### src/hw/rtl/pss_pkg.sv
// Shared types and constants of the periodic stimulus scheduler.
package pss_pkg;

  // Request type codes
  localparam logic [1:0] REQ_TICK       = 2'd0;
  localparam logic [1:0] REQ_SET_PERIOD = 2'd1;
  localparam logic [1:0] REQ_SET_ACTIVE = 2'd2;

  // Fixed field widths
  localparam int unsigned MaskW       = 3;
  localparam int unsigned ValueW      = 31;
  localparam int unsigned StepW       = 32;
  localparam int unsigned StepMarkW   = 12;  // step modulo 4096 is the low 12 bits
  localparam int unsigned CfgAddrW    = 3;
  localparam int unsigned CfgDataW    = 32;

  // Register indexes
  localparam logic REG_RUN_ENABLE = 1'b0;

  typedef struct packed {
    logic [1:0]        req_type;
    logic [1:0]        group;
    logic [ValueW-1:0] value;
  } req_t;

  typedef struct packed {
    logic [MaskW-1:0] fire_mask;
    logic [MaskW-1:0] zero_period_mask;
    logic             bad_group;
    logic             step_mark;
  } res_t;

endpackage

### src/hw/rtl/pss_if.sv
// Request and result channel interfaces of the scheduler.
interface pss_req_if;
  logic                          valid;
  logic                          ready;
  logic [1:0]                    req_type;
  logic [1:0]                    group;
  logic [pss_pkg::ValueW-1:0]    value;

  modport source (output valid, req_type, group, value, input ready);
  modport sink   (input valid, req_type, group, value, output ready);
endinterface

interface pss_res_if;
  logic                          valid;
  logic                          ready;
  logic [pss_pkg::MaskW-1:0]     fire_mask;
  logic [pss_pkg::MaskW-1:0]     zero_period_mask;
  logic                          bad_group;
  logic                          step_mark;

  modport source (output valid, fire_mask, zero_period_mask, bad_group, step_mark,
                  input ready);
  modport sink   (input valid, fire_mask, zero_period_mask, bad_group, step_mark,
                  output ready);
endinterface

### src/hw/rtl/periodic_stimulus_scheduler_top.sv
// Periodic stimulus scheduler: input register, schedule core and result register.
// A request waits in the input register until the result register can take it.
// Throughput: one request per cycle if the sink keeps up (single-pass group update).
// Every request yields exactly one result, held until the sink takes it.
// Reset (rst_ni low, asynchronous) clears all groups, the step count and run enable.
module periodic_stimulus_scheduler_top #(
  parameter int unsigned NUM_GROUPS = 3
) (
  input  logic                           clk_i,
  input  logic                           rst_ni,
  pss_req_if.sink                        req_ch,
  pss_res_if.source                      res_ch,
  input  logic                           psel,
  input  logic                           penable,
  input  logic                           pwrite,
  input  logic [pss_pkg::CfgAddrW-1:0]   paddr,
  input  logic [pss_pkg::CfgDataW-1:0]   pwdata,
  output logic [pss_pkg::CfgDataW-1:0]   prdata,
  output logic                           pready
);

  logic           run_enable;
  logic           in_valid_q, in_valid_d;
  pss_pkg::req_t  in_req_q, in_req_d;
  logic           out_valid_q, out_valid_d;
  pss_pkg::res_t  out_res_q, out_res_d;
  pss_pkg::res_t  core_res;
  logic           advance;
  logic           in_ready;

  pss_cfg_regs u_cfg (
    .clk_i        (clk_i),
    .rst_ni       (rst_ni),
    .psel         (psel),
    .penable      (penable),
    .pwrite       (pwrite),
    .paddr        (paddr),
    .pwdata       (pwdata),
    .prdata       (prdata),
    .pready       (pready),
    .run_enable_o (run_enable)
  );

  // The held request moves on when the result register is free or being emptied.
  assign advance  = in_valid_q && (!out_valid_q || res_ch.ready);
  assign in_ready = !in_valid_q || advance;
  assign req_ch.ready = in_ready;

  pss_sched_core #(
    .NUM_GROUPS (NUM_GROUPS)
  ) u_core (
    .clk_i        (clk_i),
    .rst_ni       (rst_ni),
    .run_enable_i (run_enable),
    .commit_i     (advance),
    .req_i        (in_req_q),
    .res_o        (core_res)
  );

  always_comb begin
    in_valid_d = in_valid_q;
    in_req_d   = in_req_q;
    if (in_ready) begin
      in_valid_d        = req_ch.valid;
      in_req_d.req_type = req_ch.req_type;
      in_req_d.group    = req_ch.group;
      in_req_d.value    = req_ch.value;
    end
  end

  always_comb begin
    out_valid_d = out_valid_q;
    out_res_d   = out_res_q;
    if (advance) begin
      out_valid_d = 1'b1;
      out_res_d   = core_res;
    end else if (res_ch.ready) begin
      out_valid_d = 1'b0;
    end
  end

  always_ff @(posedge clk_i or negedge rst_ni) begin
    if (!rst_ni) begin
      in_valid_q  <= 1'b0;
      out_valid_q <= 1'b0;
    end else begin
      in_valid_q  <= in_valid_d;
      out_valid_q <= out_valid_d;
    end
  end

  always_ff @(posedge clk_i) begin
    in_req_q  <= in_req_d;
    out_res_q <= out_res_d;
  end

  assign res_ch.valid            = out_valid_q;
  assign res_ch.fire_mask        = out_res_q.fire_mask;
  assign res_ch.zero_period_mask = out_res_q.zero_period_mask;
  assign res_ch.bad_group        = out_res_q.bad_group;
  assign res_ch.step_mark        = out_res_q.step_mark;

endmodule

### src/hw/rtl/pss_cfg_regs.sv
// APB configuration register block holding the run enable flag.
module pss_cfg_regs (
  input  logic                           clk_i,
  input  logic                           rst_ni,
  input  logic                           psel,
  input  logic                           penable,
  input  logic                           pwrite,
  input  logic [pss_pkg::CfgAddrW-1:0]   paddr,
  input  logic [pss_pkg::CfgDataW-1:0]   pwdata,
  output logic [pss_pkg::CfgDataW-1:0]   prdata,
  output logic                           pready,
  output logic                           run_enable_o
);

  logic run_enable_q, run_enable_d;
  logic reg_idx;
  logic wr_en;

  // Registers sit on 4-byte boundaries, so bit 2 selects the register.
  assign reg_idx = paddr[2];
  assign pready  = 1'b1;
  assign wr_en   = psel && penable && pwrite && pready && (reg_idx == pss_pkg::REG_RUN_ENABLE);

  always_comb begin
    run_enable_d = run_enable_q;
    if (wr_en) begin
      run_enable_d = pwdata[0];
    end
  end

  always_ff @(posedge clk_i or negedge rst_ni) begin
    if (!rst_ni) begin
      run_enable_q <= 1'b0;
    end else begin
      run_enable_q <= run_enable_d;
    end
  end

  always_comb begin
    prdata = '0;
    case (reg_idx)
      pss_pkg::REG_RUN_ENABLE: prdata = {{(pss_pkg::CfgDataW-1){1'b0}}, run_enable_q};
      default:                 prdata = '0;
    endcase
  end

  assign run_enable_o = run_enable_q;

endmodule

### src/hw/rtl/pss_sched_core.sv
// Schedule state and the single-pass update for one request.
module pss_sched_core #(
  parameter int unsigned NUM_GROUPS = 3
) (
  input  logic            clk_i,
  input  logic            rst_ni,
  input  logic            run_enable_i,
  input  logic            commit_i,
  input  pss_pkg::req_t   req_i,
  output pss_pkg::res_t   res_o
);

  localparam int unsigned StepW  = pss_pkg::StepW;
  localparam int unsigned ValueW = pss_pkg::ValueW;
  localparam int unsigned MaskW  = pss_pkg::MaskW;

  logic [NUM_GROUPS-1:0]  active_q, active_d;
  logic [ValueW-1:0]      period_q [NUM_GROUPS];
  logic [ValueW-1:0]      period_d [NUM_GROUPS];
  logic [StepW-1:0]       next_q   [NUM_GROUPS];
  logic [StepW-1:0]       next_d   [NUM_GROUPS];
  logic [StepW-1:0]       step_q, step_d;

  logic                   run_tick;
  logic                   set_req;
  logic                   group_ok;
  logic [StepW-1:0]       step_inc;
  logic [NUM_GROUPS-1:0]  fire_v;
  logic [NUM_GROUPS-1:0]  zero_v;
  logic [NUM_GROUPS+MaskW-1:0] fire_pad;
  logic [NUM_GROUPS+MaskW-1:0] zero_pad;

  assign run_tick = (req_i.req_type == pss_pkg::REQ_TICK) && run_enable_i;
  assign set_req  = (req_i.req_type == pss_pkg::REQ_SET_PERIOD) ||
                    (req_i.req_type == pss_pkg::REQ_SET_ACTIVE);
  assign group_ok = (32'(req_i.group) < NUM_GROUPS);
  assign step_inc = step_q + 1'b1;

  for (genvar g = 0; g < NUM_GROUPS; g++) begin : g_group
    logic             sel;
    logic             hit;
    logic             want;
    logic [StepW-1:0] shifted;

    assign sel  = set_req && group_ok && (32'(req_i.group) == 32'(g));
    assign hit  = active_q[g] && (next_q[g] == step_q);
    assign want = (req_i.value != '0);
    // Period change moves the next fire step by the difference, modulo 2^32.
    assign shifted = next_q[g] + ({1'b0, req_i.value} - {1'b0, period_q[g]});

    always_comb begin
      active_d[g] = active_q[g];
      period_d[g] = period_q[g];
      next_d[g]   = next_q[g];
      fire_v[g]   = 1'b0;
      zero_v[g]   = 1'b0;
      if (run_tick && hit) begin
        if (period_q[g] == '0) begin
          zero_v[g] = 1'b1;
        end else begin
          fire_v[g] = 1'b1;
          next_d[g] = next_q[g] + {1'b0, period_q[g]};
        end
      end else if (sel && (req_i.req_type == pss_pkg::REQ_SET_PERIOD)) begin
        period_d[g] = req_i.value;
        next_d[g]   = (shifted <= step_q) ? step_inc : shifted;
      end else if (sel && (want != active_q[g])) begin
        if (want) begin
          if (period_q[g] == '0) begin
            zero_v[g] = 1'b1;
          end else begin
            active_d[g] = 1'b1;
            next_d[g]   = step_inc;
          end
        end else begin
          active_d[g] = 1'b0;
        end
      end
    end
  end

  assign step_d = run_tick ? step_inc : step_q;

  // Only the first three groups have a bit in the result masks.
  assign fire_pad = {{MaskW{1'b0}}, fire_v};
  assign zero_pad = {{MaskW{1'b0}}, zero_v};

  assign res_o.fire_mask        = fire_pad[MaskW-1:0];
  assign res_o.zero_period_mask = zero_pad[MaskW-1:0];
  assign res_o.bad_group        = set_req && !group_ok;
  assign res_o.step_mark        = run_tick && (step_q[pss_pkg::StepMarkW-1:0] != '0);

  always_ff @(posedge clk_i or negedge rst_ni) begin
    if (!rst_ni) begin
      active_q <= '0;
      step_q   <= '0;
      for (int i = 0; i < NUM_GROUPS; i++) begin
        period_q[i] <= '0;
        next_q[i]   <= '0;
      end
    end else if (commit_i) begin
      active_q <= active_d;
      step_q   <= step_d;
      for (int i = 0; i < NUM_GROUPS; i++) begin
        period_q[i] <= period_d[i];
        next_q[i]   <= next_d[i];
      end
    end
  end

endmodule
### src/flat_wrapper.sv
// flat-port wrapper written by rule: the top's interface ports become plain ports
module periodic_stimulus_scheduler_top_flat 
#(
  parameter int unsigned NUM_GROUPS = 3
)
  (clk_i, rst_ni, psel, penable, pwrite, paddr, pwdata, prdata, pready, req_ch_valid, req_ch_req_type, req_ch_group, req_ch_value, req_ch_ready, res_ch_valid, res_ch_fire_mask, res_ch_zero_period_mask, res_ch_bad_group, res_ch_step_mark, res_ch_ready);
  pss_req_if req_ch_i ();
  pss_res_if res_ch_i ();
  input  logic clk_i;
  input  logic rst_ni;
  input  logic psel;
  input  logic penable;
  input  logic pwrite;
  input  logic [pss_pkg::CfgAddrW-1:0] paddr;
  input  logic [pss_pkg::CfgDataW-1:0] pwdata;
  output logic [pss_pkg::CfgDataW-1:0] prdata;
  output logic pready;
  input wire logic [$bits(req_ch_i.valid)-1:0] req_ch_valid;
  input wire logic [$bits(req_ch_i.req_type)-1:0] req_ch_req_type;
  input wire logic [$bits(req_ch_i.group)-1:0] req_ch_group;
  input wire logic [$bits(req_ch_i.value)-1:0] req_ch_value;
  output wire logic [$bits(req_ch_i.ready)-1:0] req_ch_ready;
  output wire logic [$bits(res_ch_i.valid)-1:0] res_ch_valid;
  output wire logic [$bits(res_ch_i.fire_mask)-1:0] res_ch_fire_mask;
  output wire logic [$bits(res_ch_i.zero_period_mask)-1:0] res_ch_zero_period_mask;
  output wire logic [$bits(res_ch_i.bad_group)-1:0] res_ch_bad_group;
  output wire logic [$bits(res_ch_i.step_mark)-1:0] res_ch_step_mark;
  input wire logic [$bits(res_ch_i.ready)-1:0] res_ch_ready;
  assign req_ch_i.valid = req_ch_valid;
  assign req_ch_i.req_type = req_ch_req_type;
  assign req_ch_i.group = req_ch_group;
  assign req_ch_i.value = req_ch_value;
  assign req_ch_ready = req_ch_i.ready;
  assign res_ch_valid = res_ch_i.valid;
  assign res_ch_fire_mask = res_ch_i.fire_mask;
  assign res_ch_zero_period_mask = res_ch_i.zero_period_mask;
  assign res_ch_bad_group = res_ch_i.bad_group;
  assign res_ch_step_mark = res_ch_i.step_mark;
  assign res_ch_i.ready = res_ch_ready;
  periodic_stimulus_scheduler_top #(.NUM_GROUPS(NUM_GROUPS)) u_core (.clk_i(clk_i), .rst_ni(rst_ni), .req_ch(req_ch_i), .res_ch(res_ch_i), .psel(psel), .penable(penable), .pwrite(pwrite), .paddr(paddr), .pwdata(pwdata), .prdata(prdata), .pready(pready));
endmodule
### config.mk
export PLATFORM = sky130hd
export DESIGN_NAME = periodic_stimulus_scheduler_top_flat
export DESIGN_NICKNAME = d
export VERILOG_FILES = /design/src/hw/rtl/pss_pkg.sv /design/src/hw/rtl/pss_if.sv /design/src/hw/rtl/periodic_stimulus_scheduler_top.sv /design/src/hw/rtl/pss_cfg_regs.sv /design/src/hw/rtl/pss_sched_core.sv /design/src/flat_wrapper.sv
export SDC_FILE = /design/constraint.sdc
export NUM_CORES = 2
export LEC_CHECK = 0
export BUFFER_PORTS_ARGS = -buffer_cell sky130_fd_sc_hd__clkbuf_2
export CAP_MARGIN = 25
export CORE_UTILIZATION = 50
export DETAILED_ROUTE_END_ITERATION = 16
export PLACE_DENSITY = 0.7
export SETUP_SLACK_MARGIN = 0.02
export SYNTH_ARGS = -nofsm -noshare
export SYNTH_HDL_FRONTEND = slang
export SYNTH_SLANG_ARGS = --single-unit
### constraint.sdc
create_clock -name clk_i -period 7.2 [get_ports clk_i]
set_clock_uncertainty 0.2 [all_clocks]
set_input_delay 1.8 -clock clk_i [delete_from_list [all_inputs] [get_ports clk_i]]
set_output_delay 1.8 -clock clk_i [all_outputs]
set_load 0.05 [all_outputs]
# [Yosys cells after proc, flatten, opt, wreduce, memory -nomap -nowiden]
# Cells that the tools add are included.
[word_totals] input_bits=77 register_bits=270 out_inout_bits=43 wordCells=163
[op_classes] n_lt_le_gt_ge=4 bitwise=7 muxes=48 eq_ne=19 n_reduce_logical=53 n_addsub=10
[op_table] cell="32-bit two-way mux" n=21
[op_table] cell="32-bit by 31-bit adder with 32-bit output" n=3
[op_table] cell="32-bit adder" n=3
[op_table] cell="32-bit equality test" n=3
[op_table] cell="32-bit less-or-equal comparator" n=3
[op_table] cell="31-bit by 31-bit subtractor with 32-bit output" n=3
[op_table] cell="31-bit logical NOT" n=3
[op_table] cell="32-bit by 1-bit adder with 32-bit output, second input constant" n=1
[op_table] cell="31-bit nonzero test" n=1
[op_table] cell="5-bit AND reduction" n=6
[op_table] cell="1-bit two-way mux" n=27
[op_table] cell="1-bit logical AND" n=23
[op_table] cell="3-bit nonzero test" n=6
[op_table] cell="2-bit inequality test, second input constant" n=7
[op_table] cell="12-bit nonzero test" n=1
[op_table] cell="3-bit AND reduction" n=3
[op_table] cell="1-bit NOT" n=7
[op_table] cell="2-bit by 1-bit equality test with 1-bit output, second input constant" n=2
[op_table] cell="2-bit equality test, second input constant" n=2
[op_table] cell="2-bit logical NOT" n=2
[op_table] cell="2-bit by 1-bit inequality test with 1-bit output, second input constant" n=2
[op_table] cell="1-bit logical NOT" n=3
[op_table] cell="1-bit logical OR" n=3
[op_table] cell="1-bit inequality test" n=3
[op_table] cell="other kinds (3)" n=3

# [Logic depth before layout (Yosys ltp)]
[depth] ltp_word=8 mapped_depth=28 ltp_nobuf=27

# [Cells and area by module]
# A second synthesis with hierarchy kept.
[unflattened] hier_cells=3349 area_unflattened_um2=28827.6
[by_module_without_submodules] mod="pss_sched_core" cells_each=3260 area_per_inst_um2=27148.5 n_inst=1 seq_area_each_um2=5605.4
[by_module_without_submodules] mod="periodic_stimulus_scheduler_top" cells_each=51 area_per_inst_um2=1377.6 n_inst=1 seq_area_each_um2=1341.3
[by_module_without_submodules] mod="pss_cfg_regs" cells_each=38 area_per_inst_um2=301.5 n_inst=1 seq_area_each_um2=25.0

# [Least setup slack after synthesis]
# No wires, ideal clock.
[synth_timing] path_type="reg-to-reg" start="register u_core.u_core.next_q[1] (netlist bit)" end="register u_core.u_core.next_q[19] (netlist bit)" n_path_buf=2 path_stages_with_launch=23 arrival_time_ns=5.718 setup_slack_ns=1.144 period_less_slack_ns=6.056 setup_ns=0.138 t_required_ns=6.862 cell_sequence="dfrtp_1 -> inv_1 -> fa_1 -> inv_1 -> ha_1 -> a211o_1 -> a211oi_1 -> o21bai_1 -> o41a_1 -> a2111o_1 -> a31o_2 -> a21oi_1 -> xnor2_1 -> ha_1 -> nand4_1 -> nor4_1 -> a21oi_1 -> and2_1 -> a22oi_1 -> clkbuf_1 -> clkbuf_1 -> mux2i_1 -> o221ai_1"
[synth_via] elab_chain_len=5 word_cells_on_any_way=14 classes_between="2 x add/sub; 1 x order compare; 2 x eq/ne; 4 x mux; 5 x reduce/logical"
[synth_lines] element="start: declaration" line="pss_sched_core.sv:20" text="logic [StepW-1:0] next_q [NUM_GROUPS];"
[synth_lines] element="start signal: indexed assignment" line="pss_sched_core.sv:106" text="next_q[i] <= next_d[i];"
[synth_lines] element="32-bit adder or 32-bit equality test (tied branches)" line="pss_sched_core.sv:49, pss_sched_core.sv:46"
[synth_lines] element="32-bit less-or-equal comparator or 1-bit logical AND (tied branches)" line="pss_sched_core.sv:66, pss_sched_core.sv:46"
[synth_lines] element="32-bit two-way mux or 1-bit logical AND (tied branches)" line="pss_sched_core.sv:66, pss_sched_core.sv:57"
[synth_lines] element="32-bit two-way mux (tied with other cells)" line="pss_sched_core.sv:64" text="end else if (sel && (req_i.req_type == pss_pkg::REQ_SET_PERIOD)) begin"
[synth_lines] element="32-bit two-way mux or 5-bit AND reduction (tied branches)"
# Parallel ways exist; a longest one is shown, timed or not. The select of a mux whose other input is x is not followed.
# A chain may end at the register's enable or synchronous reset.

# [Worst setup path after layout]
[layout_timing] start="register u_core.in_req_q[1] (netlist bit)" end="register u_core.u_core.next_q[43] (netlist bit)"
[layout_via] elab_chain_len=6 word_cells_on_any_way=12 classes_between="2 x add/sub; 1 x order compare; 1 x eq/ne; 3 x mux; 5 x reduce/logical"
[layout_lines] element="start: declaration" line="periodic_stimulus_scheduler_top.sv:24" text="pss_pkg::req_t in_req_q, in_req_d;"
[layout_lines] element="start signal: assignment" line="periodic_stimulus_scheduler_top.sv:93" text="in_req_q <= in_req_d;"
[layout_lines] element="31-bit by 31-bit subtractor with 32-bit output" line="pss_sched_core.sv:49" text="assign shifted = next_q[g] + ({1'b0, req_i.value} - {1'b0, period_q[g]});"
[layout_lines] element="32-bit adder" line="pss_sched_core.sv:49"
[layout_lines] element="32-bit less-or-equal comparator" line="pss_sched_core.sv:66" text="next_d[g] = (shifted <= step_q) ? step_inc : shifted;"
[layout_lines] element="32-bit two-way mux" line="pss_sched_core.sv:66"
[layout_lines] element="32-bit two-way mux" line="pss_sched_core.sv:64"
[layout_lines] element="32-bit two-way mux" line="pss_sched_core.sv:57" text="if (run_tick && hit) begin"
# Parallel ways exist; a longest one is shown, timed or not.

==> flow_metrics.py <==
metrics = {
    "sta": {
        "finalSetupViolCount": 0,
        "final_max_slew_viol_count": 0,
        "setup_tns_ns": 0,
        "holdWs_ns": 0.294,
        "finalCriticalPeriod_ns": 6.78,
        "hold_viol_final": 0,
        "tightest_slew_ns": 0.978,
        "slew-limit-headroom_pct": 34.2,
        "grt_setup_unrepaired": "false",
        "fin_crit_sh_pct": 94.1,
        "clock.fmax_mhz": 148,
    },
    "clock_tree": {
        "clock_path_buffers": 3,
        "numCtsBuffers": 37,
        "worstSkewPairLatency_ns": 0.59,
        "cts_max_level": 2,
        "cts_num_sinks": 270,
        "cts_tree": "yes",
        "root_buffer": "clkbuf_16",
        "path_clk_slew_ns": 0.06,
        "cts_hold_repair.buffers": 0,
    },
    "worst_setup_path": {
        "endpoint_kind": "register",
        "cp-startpoint": "u_core.in_req_q[1]$_DFFE_PP_",
        "crit_path_start_kind": "register",
        "crit_fanout": 26,
        "critical_path_class": "reg -> reg",
        "worst_ep_required_time_ns": 7.45,
        "r2r-start": "u_core.in_req_q[1]$_DFFE_PP_",
        "critPathArrivalTime_ns": 7.03,
    },
    "routing": {
        "finalWirelength_mm": 103,
        "drt_iter0_markers": 2357,
        "num_vias": 26500,
        "drc_errors": 0,
        "first_pass_iters": 6,
        "via_per_inst": 5.91,
        "ant_nets": 0,
        "wire_per_inst_um": 23.0,
    },
    "placed_design": {
        "place_hpwl_mm": 84.9,
        "portBuffers": 54,
        "placed_area_um2": 31400,
        "place_congestion": 1.03,
    },
    "final_layout": {
        "fin_util_pct": 55.1,
        "fin_nets": 4238,
        "drive_above_1_share_pct": 6.73,
        "post-route-cell-area_um2": 32700,
        "syn_to_final_growth_pct": 8.04,
    },
    "yosys": {
        "synthTopCellsByArea": "dfrtp_1, ha_1, xnor2_1",
        "synth.distinct_cells": 93,
        "yosys_register_bits": 270,
        "synth_xor_area_share_pct": 9.18,
        "async_reset_ff_share_pct": 84.1,
        "synthSimpleGateAreaFrac_pct": 15.6,
        "syn_inst": 3652,
        "dominantRegCellSynth": "dfrtp_1",
        "synth_mux_area_share_pct": 2.85,
        "postSynthAreaPerCell_um2": 8.28,
        "synth_largest_area_cell": "dfrtp_1",
        "synth_warnings": 0,
        "synth_top_family_by_area": "adder cells",
        "synth_enable_flop_cells": 43,
        "ys_seq_area_share_pct": 23.0,
        "netlist.area_leader.share_pct": 18.8,
        "synth-compound-area-share_pct": 18.1,
        "syn-cell-area_um2": 30300,
        "synthAdderAreaFrac_pct": 22.0,
    },
    "floorplan": {
        "die_x_um": 248,
        "rows": 89,
        "die_h_um": 248,
        "num_io_pins": 120,
        "core_um2": 59400,
        "initial_core_util_pct": 51.0,
        "die_area_um2": 61500,
    },
    "outcome": {
        "status": "finished, final reports clean",
    },
    "pwr": {
        "power_w": 0.0166,
        "power.density_nw_per_um2": 509,
        "ir_worst_vdd_v": 0.000248,
        "leakage_nw": 15.8,
    },
    "global_route": {
        "grt_util_all_layers_pct": 34.0,
        "grt_pass1_wl_mm": 154,
        "grt-ovfl-total": 0,
        "grt_pass1_vias": 25200,
        "antenna_found_initial": 0,
        "grt_max_degree": 138,
    },
    "min_path": {
        "hold_class": "reg -> reg",
        "hold_start": "u_core.in_valid_q$_DFFE_PN0P_",
    },
    "run": {
        "drv_cap": 0,
    },
}
worst max-delay path: stages (launching register included):
cell        delay (ns)
edfxtp_1          0.41
clkinvlp_4        0.16
buf_12            0.16
fa_1              0.47
inv_1             0.06
fa_1              0.41
a21o_1            0.20
a311oi_1          0.49
o211a_1           0.28
nor2_1            0.12
a221oi_1          0.35
buf_4             0.19
o21ba_2           0.14
o21bai_1          0.13
a21oi_1           0.21
xnor2_1           0.13
ha_1              0.31
nand4_1           0.19
nor4_1            0.44
a21oi_1           0.16
and2_1            0.20
a22oi_2           0.31
buf_12            0.22
mux2i_1           0.28
nor2_1            0.06
a211oi_1          0.24
a21oi_1           0.06
power breakdown:
part           leakage (nW)  total, W  switching (W)  internal (W)
combinational          12.2    0.0120        0.00713       0.00486
sequential             3.00   0.00279       0.000817       0.00197
clock                 0.587   0.00187       0.000811       0.00106
flip-flops by register name (all words and copies together), names as in the netlist:
register	cells
u_core.in_req_q	35
u_core.in_valid_q	1
u_core.res_ch.bad_group	1
u_core.res_ch.fire_mask	3
u_core.res_ch.step_mark	1
u_core.res_ch.valid	1
u_core.res_ch.zero_period_mask	3
u_core.u_cfg.run_enable_o	1
u_core.u_core.active_q	3
u_core.u_core.next_q	96
u_core.u_core.period_q	93
u_core.u_core.step_q	32
area by class of cell:
class                   instances  area, µm²
repair buffers                117        832
clock buffers                  42        976
inverters                     533       2000
clock inverters                26        228
diodes                          1       2.50
fillers                      5648      26700
well taps                     773        967
multi-input cells            2727      20700
flip-flops and latches        270       6970
stage by stage:
stage	worst slack, ns	cells
global route	0.0290	4488
global placement	0.288	4419
finish	0.424	4489
detailed placement	0.226	4419
CTS	0.205	4487
floorplan	1.14	3682
synth_stat cells, types with 12 or more instances:
| master | instances |
|---|---|
| a211o_1 | 14 |
| a211oi_1 | 41 |
| a21o_1 | 61 |
| a21oi_1 | 254 |
| a31oi_1 | 32 |
| and2_1 | 18 |
| and3_1 | 20 |
| buf_2 | 25 |
| buf_4 | 38 |
| clkbuf_1 | 80 |
| dfrtp_1 | 227 |
| edfxtp_1 | 43 |
| fa_1 | 96 |
| ha_1 | 379 |
| inv_1 | 532 |
| mux2_2 | 18 |
| mux2i_1 | 66 |
| nand2_1 | 272 |
| nand2b_1 | 41 |
| nand3_1 | 45 |
| nand4_1 | 66 |
| nor2_1 | 230 |
| nor2b_1 | 31 |
| nor3_1 | 73 |
| nor4_1 | 62 |
| o211ai_1 | 47 |
| o21a_1 | 15 |
| o21ai_0 | 210 |
| o21bai_1 | 32 |
| o221ai_1 | 12 |
| o31ai_1 | 19 |
| or3_1 | 23 |
| xnor2_1 | 252 |
| xor2_1 | 65 |
what timing repair did:
action                     4_1_cts  5_1_grt
setup buffers                    0        1
gates resized for setup          0        6
setup endpoints to repair        0       32
cell usage in the layout (no fill, tap or decap), drive strengths merged, types with 12 or more instances in the layout:
master / Yosys / routed
inv: 533 / 535
ha: 379 / 379
nand2: 276 / 276
a21oi: 256 / 256
xnor2: 252 / 252
nor2: 231 / 231
dfrtp: 227 / 227
o21ai: 217 / 217
fa: 96 / 96
clkbuf: 80 / 95
nor3: 73 / 73
nand4: 66 / 66
mux2i: 66 / 66
xor2: 65 / 65
nor4: 65 / 65
buf: 72 / 64
a21o: 61 / 61
o211ai: 47 / 47
nand3: 47 / 47
edfxtp: 43 / 43
nand2b: 41 / 41
a211oi: 41 / 41
a31oi: 32 / 32
o21bai: 32 / 32
conb: 2 / 32
nor2b: 31 / 31
or3: 23 / 23
and3: 20 / 20
o31ai: 20 / 20
and2: 19 / 19
mux2: 18 / 18
clkinv: 0 / 17
o21a: 15 / 15
a211o: 14 / 14
or4: 13 / 13
o221ai: 12 / 12
logic make-up after synthesis:
family	after synthesis
simple gates	955
xor+xnor	317
mux	84
buf+inv	685
other cells	2
flops	270
compound gates	864
fa+ha+maj	475
metal layers:
layer	part of all wire (%)	vias to the layer above	track usage [%]	wire [µm]
met1	44	12800	47.9	45600
met5	0	-	0	0
met2	43	1057	52.3	44700
li1	-	12500	-	-
met4	4.4	0	13.7	4580
met3	8.2	176	4.84	8440
path summary, 6_finish.rpt:
kind	end	slack, ns	depth (start not counted)
setup reg to reg	u_core.u_core.next_q[43]$_DFFE_PN0P_	0.42	26
max in group asynchronous	u_core.u_core.period_q[59]$_DFFE_PN0P_	4.49	2
hold / removal	u_core.res_ch.valid$_DFFE_PN0P_	0.29	1
min in group asynchronous	u_core.u_core.period_q[67]$_DFFE_PN0P_	1.00	1
hold reg to reg	u_core.res_ch.valid$_DFFE_PN0P_	0.29	1
setup / recovery	u_core.u_core.next_q[43]$_DFFE_PN0P_	0.42	26
No activity file was read; power rests on OpenSTA's default activity.
